### config.mk
export PLATFORM = sky130hd
export DESIGN_NAME = rphm_ram
export DESIGN_NICKNAME = d
export VERILOG_FILES = /design/src/rtl/rphm_ram.sv
export SDC_FILE = /design/constraint.sdc
export NUM_CORES = 1
export LEC_CHECK = 0
export BUFFER_PORTS_ARGS = -buffer_cell sky130_fd_sc_hd__clkbuf_2
export CAP_MARGIN = 20
export CELL_PAD_IN_SITES_DETAIL_PLACEMENT = 1
export CELL_PAD_IN_SITES_GLOBAL_PLACEMENT = 2
export CORE_AREA = 5 5 42 44
export DETAILED_ROUTE_END_ITERATION = 8
export DIE_AREA = 0 0 47 49
export PLACE_DENSITY = 0.5
export SETUP_SLACK_MARGIN = 0.3
export SYNTH_ARGS = -nofsm -noshare
export SYNTH_HDL_FRONTEND = slang
export SYNTH_SLANG_ARGS = --single-unit
### constraint.sdc
create_clock -name clk_i -period 1.4 [get_ports clk_i]
set_input_delay 0.21 -clock clk_i [delete_from_list [all_inputs] [get_ports clk_i]]
set_output_delay 0.21 -clock clk_i [all_outputs]
set_load 0.1 [all_outputs]
### src/rtl/rphm_ram.sv
// Generic single write port RAM with one registered read port.
module rphm_ram #(
  parameter int WIDTH = 1,
  parameter int DEPTH = 4
) (
  input  logic                     clk_i,
  input  logic                     we_i,
  input  logic [$clog2(DEPTH)-1:0] waddr_i,
  input  logic [WIDTH-1:0]         wdata_i,
  input  logic                     re_i,
  input  logic [$clog2(DEPTH)-1:0] raddr_i,
  output logic [WIDTH-1:0]         rdata_o
);

  logic [WIDTH-1:0] mem_q [DEPTH];
  logic [WIDTH-1:0] rdata_q;

  always_ff @(posedge clk_i) begin
    if (we_i) begin
      mem_q[waddr_i] <= wdata_i;
    end
    if (re_i) begin
      rdata_q <= mem_q[raddr_i];
    end
  end

  assign rdata_o = rdata_q;

endmodule

-- After elaboration in Yosys (flattened, before gate mapping)
Memories as Yosys holds them, arrays and structs flattened. A register that Yosys moved wholly into a read port is not among the register bits.
Cells that the tools add are included.
- $add $sub $neg: 0
- $mul: 0
- div/mod/pow operators: 0
- $lt $le $gt $ge: 0
- equality and inequality tests: 0
- shift-type cells: 0
- multiplexer cells: 2
- bitwise gates (word level): 0
- reductions and logical operators: 0
- operators with widths (cell ; number):
    1-bit two-way mux ; 2
- bits in registers: 0
- bits in latches: 0
- bits in writable memories: 4
- bits in read-only memories: 0
- input port bits: 8
- output and inout bits: 1
- word-level logic and storage cells: 3
- memories kept: 1
- memory list (memory ; words ; width ; read ports ; clocked after Yosys merged registers in ; write ports ; RTL line ; RTL):
    mem_q ; 4 ; 1 ; 1 ; 1 ; 1 ; 15 ; logic [WIDTH-1:0] mem_q [DEPTH];

-- Longest topological paths before layout
- word-level depth: 2
- depth in mapped cells: 1

-- Least setup slack after synthesis
Ideal clock, no wire load.
- path kind: register -> output
- from: reg rdata_q, in the netlist rdata_o (read register of mem_q)
- to: out rdata_o
- data arrival time: 0.904 ns
- data required time: 1.190 ns
- setup slack: 0.286 ns
- stages on the path, launching flop included: 1
- path buffers: 0
- cell sequence: edfxtp_1
- RTL lines (element ; RTL line ; RTL):
    start, declared ; 16 ; logic [WIDTH-1:0] rdata_q;
    end, declared ; 12 ; output logic [WIDTH-1:0] rdata_o
No word-level cell between the ends.

-- Worst setup path after layout
- from: mem mem_q[3]
- to: reg rdata_q, in the netlist rdata_o (read register of mem_q), data pin
- RTL lines (element ; RTL line):
    start, declared ; 15
No word-level cell between the ends.

==> metrics.csv <==
stage;metric;value;unit
sta;setup_ws;0.318;ns
power;power_density;1300;nW/µm²
sta;worstMarginPinSlew;0.222;ns
global_route;grt_pass1_wl;648;µm
worst_setup_path;cp.arrival;1.06;ns
clock_tree;cts.sinks;5;
sta;final_hold_viol_count;0;
synth;synth_common_cells;edfxtp_1 (5), and3b_1 (2), and3_1 (1), mux4_2 (1), nor3b_1 (1);
floorplanning;core_area;1400;µm²
synth;synth_seq_cells;5;
finish;n_antenna_cell;0;
worst_setup_path;cp-end-kind;flip-flop;
finish;fillCellCount;170;
floorplanning;fp.dieH;49;µm
sta;finalCritPeriodShare;77.3;%
synth;synthArstFlopShare;0;%
clock_tree;cts_buffers;3;
worst_setup_path;cpLargestDelayFamily;multiplexers;
route;drtIter0Drc;2;
global_route;antenna_found_initial;0;
clock_tree;cts-root-buf;clkbuf_4;
worst_setup_path;cpMaxStageDelayCell;mux4_2;
synth;synth_edf_count;5;
clock_tree;clk_latency;0.25;ns
synth;ys.flop_type;edfxtp_1;
synth;yosysTopAreaCell;edfxtp_1;
synth;syn_area;204;µm²
route;routedWlPerCell;10.6;µm
worst_hold_path;min_path_type;in2reg;
finish;finish.net_count;31;
sta;setup_viol;0;
worst_setup_path;crit_buf_inv;0;
floorplanning;die_w;47;µm
route;ant_nets;0;
floorplanning;start_util;14.6;%
route;vias_per_cell;3.61;
finish;syn_to_final_growth;47.2;%
power;vdd_ir_drop_max;0.385;mV
floorplanning;rows;14;
sta;fin_skew;0.00387;ns
worst_setup_path;start_kind;flip-flop;
finish;drive_gt1_share;59.1;%
sta;slew-limit-headroom;85.2;%
sta;setup_tns;0;ns
global_route;grt_pass1_vias;167;
clock_tree;clk_pin_slew;0.05;ns
route;drc;0;
clock_tree;cts_hold_buf;0;
synth;synth.top_cell.area_share;73.6;%
synth;ys.warnings.count;0;
synth;ys_seq_area_share;73.6;%
route;dr.pass1.iters;2;
synth;synth_nets;18;
sta;period_needed;1.08;ns
synth;syn_avg_cell_area;20.4;µm²
worst_setup_path;path_max_fanout;1;
sta;slew_violations;0;
placed_design;portBuffers;8;
worst_setup_path;path_class;reg2reg;
clock_tree;postCtsSetupRepairBufs;0;
clock_tree;cts_tree;done;
route;vias;137;
floorplanning;ios;9;
worst_setup_path;cpPeakStageDelay;0.46;ns
floorplanning;die-area;2300;µm²
worst_setup_path;critPathRequiredTime;1.38;ns
synth;synth.distinct_cells;5;
placed_design;preCtsSetupSlack;0.322;ns
finish;fin_util;21.4;%
global_route;track_usage;4.96;%
global_route;grt_start_max_net_pins;5;
global_route;grt-ovfl-total;0;
sta;fmax;924;MHz
synth;yosys-top-cells-area;edfxtp_1 (74%), mux4_2 (11%), and3b_1 (8.6%);
clock_tree;cts.path.max_buffers;2;
power;p_leak;0.128;nW
synth;syn_inst;10;
job;maxCapViolations;0;
sta;grt_setup_unrepaired;true;
worst_setup_path;worstPathCellList;mux4_2;
route;wirelength;403;µm
outcome;status;finished, final reports clean;
placed_design;place_congestion;0.591;
clock_tree;cts_max_level;1;
synth;yosysMostFrequentCell;edfxtp_1;
layout make-up:
type / instances / area, µm² / share of cell area (%)
clock inverter: 1 / 5.00 / 1.67
tap: 16 / 20.0 / 6.67
sequential: 5 / 150 / 50.0
multi-input combinational: 5 / 53.8 / 17.9
timing repair buffer: 8 / 48.8 / 16.2
clock buffer: 3 / 22.5 / 7.50
per-layer routing:
metal	up-vias	global-route usage (%)	routed length, µm
li1	66	-	-
met1	58	3.14	141
met2	11	6.33	177
met3	2	4.80	64
met4	0	6.91	19
met5	-	0	0
path summary, 6_finish.rpt:
check	start	to	slack [ns]	cells after the start
max	mem_q[3]	rdata_o	0.32	1
min	re_i	rdata_o	0.17	1
max reg2reg	mem_q[3]	rdata_o	0.32	1
min reg2reg	mem_q[2]	rdata_o	0.64	1
stage by stage:
| stage | power (mW) | std cells | instance area [µm²] | hold WS (ns) |
|---|---|---|---|---|
| 2_1_floorplan | 0.204 | 10 | 204 | 0.309 |
| 3_3_place_gp | 0.220 | 34 | 264 | 0.413 |
| 3_5_place_dp | 0.221 | 34 | 264 | 0.415 |
| 4_1_cts | 0.405 | 38 | 300 | 0.154 |
| 5_1_grt | 0.414 | 38 | 300 | 0.164 |
| 6_report | 0.391 | 38 | 300 | 0.166 |
what timing repair did:
action / 4_1_cts / 5_1_grt
gates cloned: 0 / 0
gates resized for setup: 2 / 0
endpoints found under the setup margin: 1 / 1
pin swaps: 0 / 0
flip-flops by register name (all words and copies together) (netlist names):
signal	count
mem_q	4
rdata_o	1
report_power, final:
group / leakage, nW / total (mW) / switching, mW / internal, mW
clock network: 0.0177 / 0.170 / 0.0661 / 0.104
registers: 0.0465 / 0.177 / 0.00215 / 0.175
logic: 0.0636 / 0.0445 / 0.0255 / 0.0190
placed cells by master (no fill, tap or decap):
cell type and instances:
and3_1 1, and3b_1 2, clkbuf_2 7, clkbuf_4 3, clkbuf_8 1, clkinv_2 1, edfxtp_1 5, mux4_2 1
nor3b_1 1
logic make-up (layout without fill, tap and decap cells):
logic type             count (synthesis)  count (layout)  synth area share, %
multiplexers                           1               1                 11.0
buffers and inverters                  0              12                    0
AND/OR/NAND/NOR                        4               4                 15.3
flip-flops                             5               5                 73.6
Note: power is estimated with default switching activity, not from simulation.
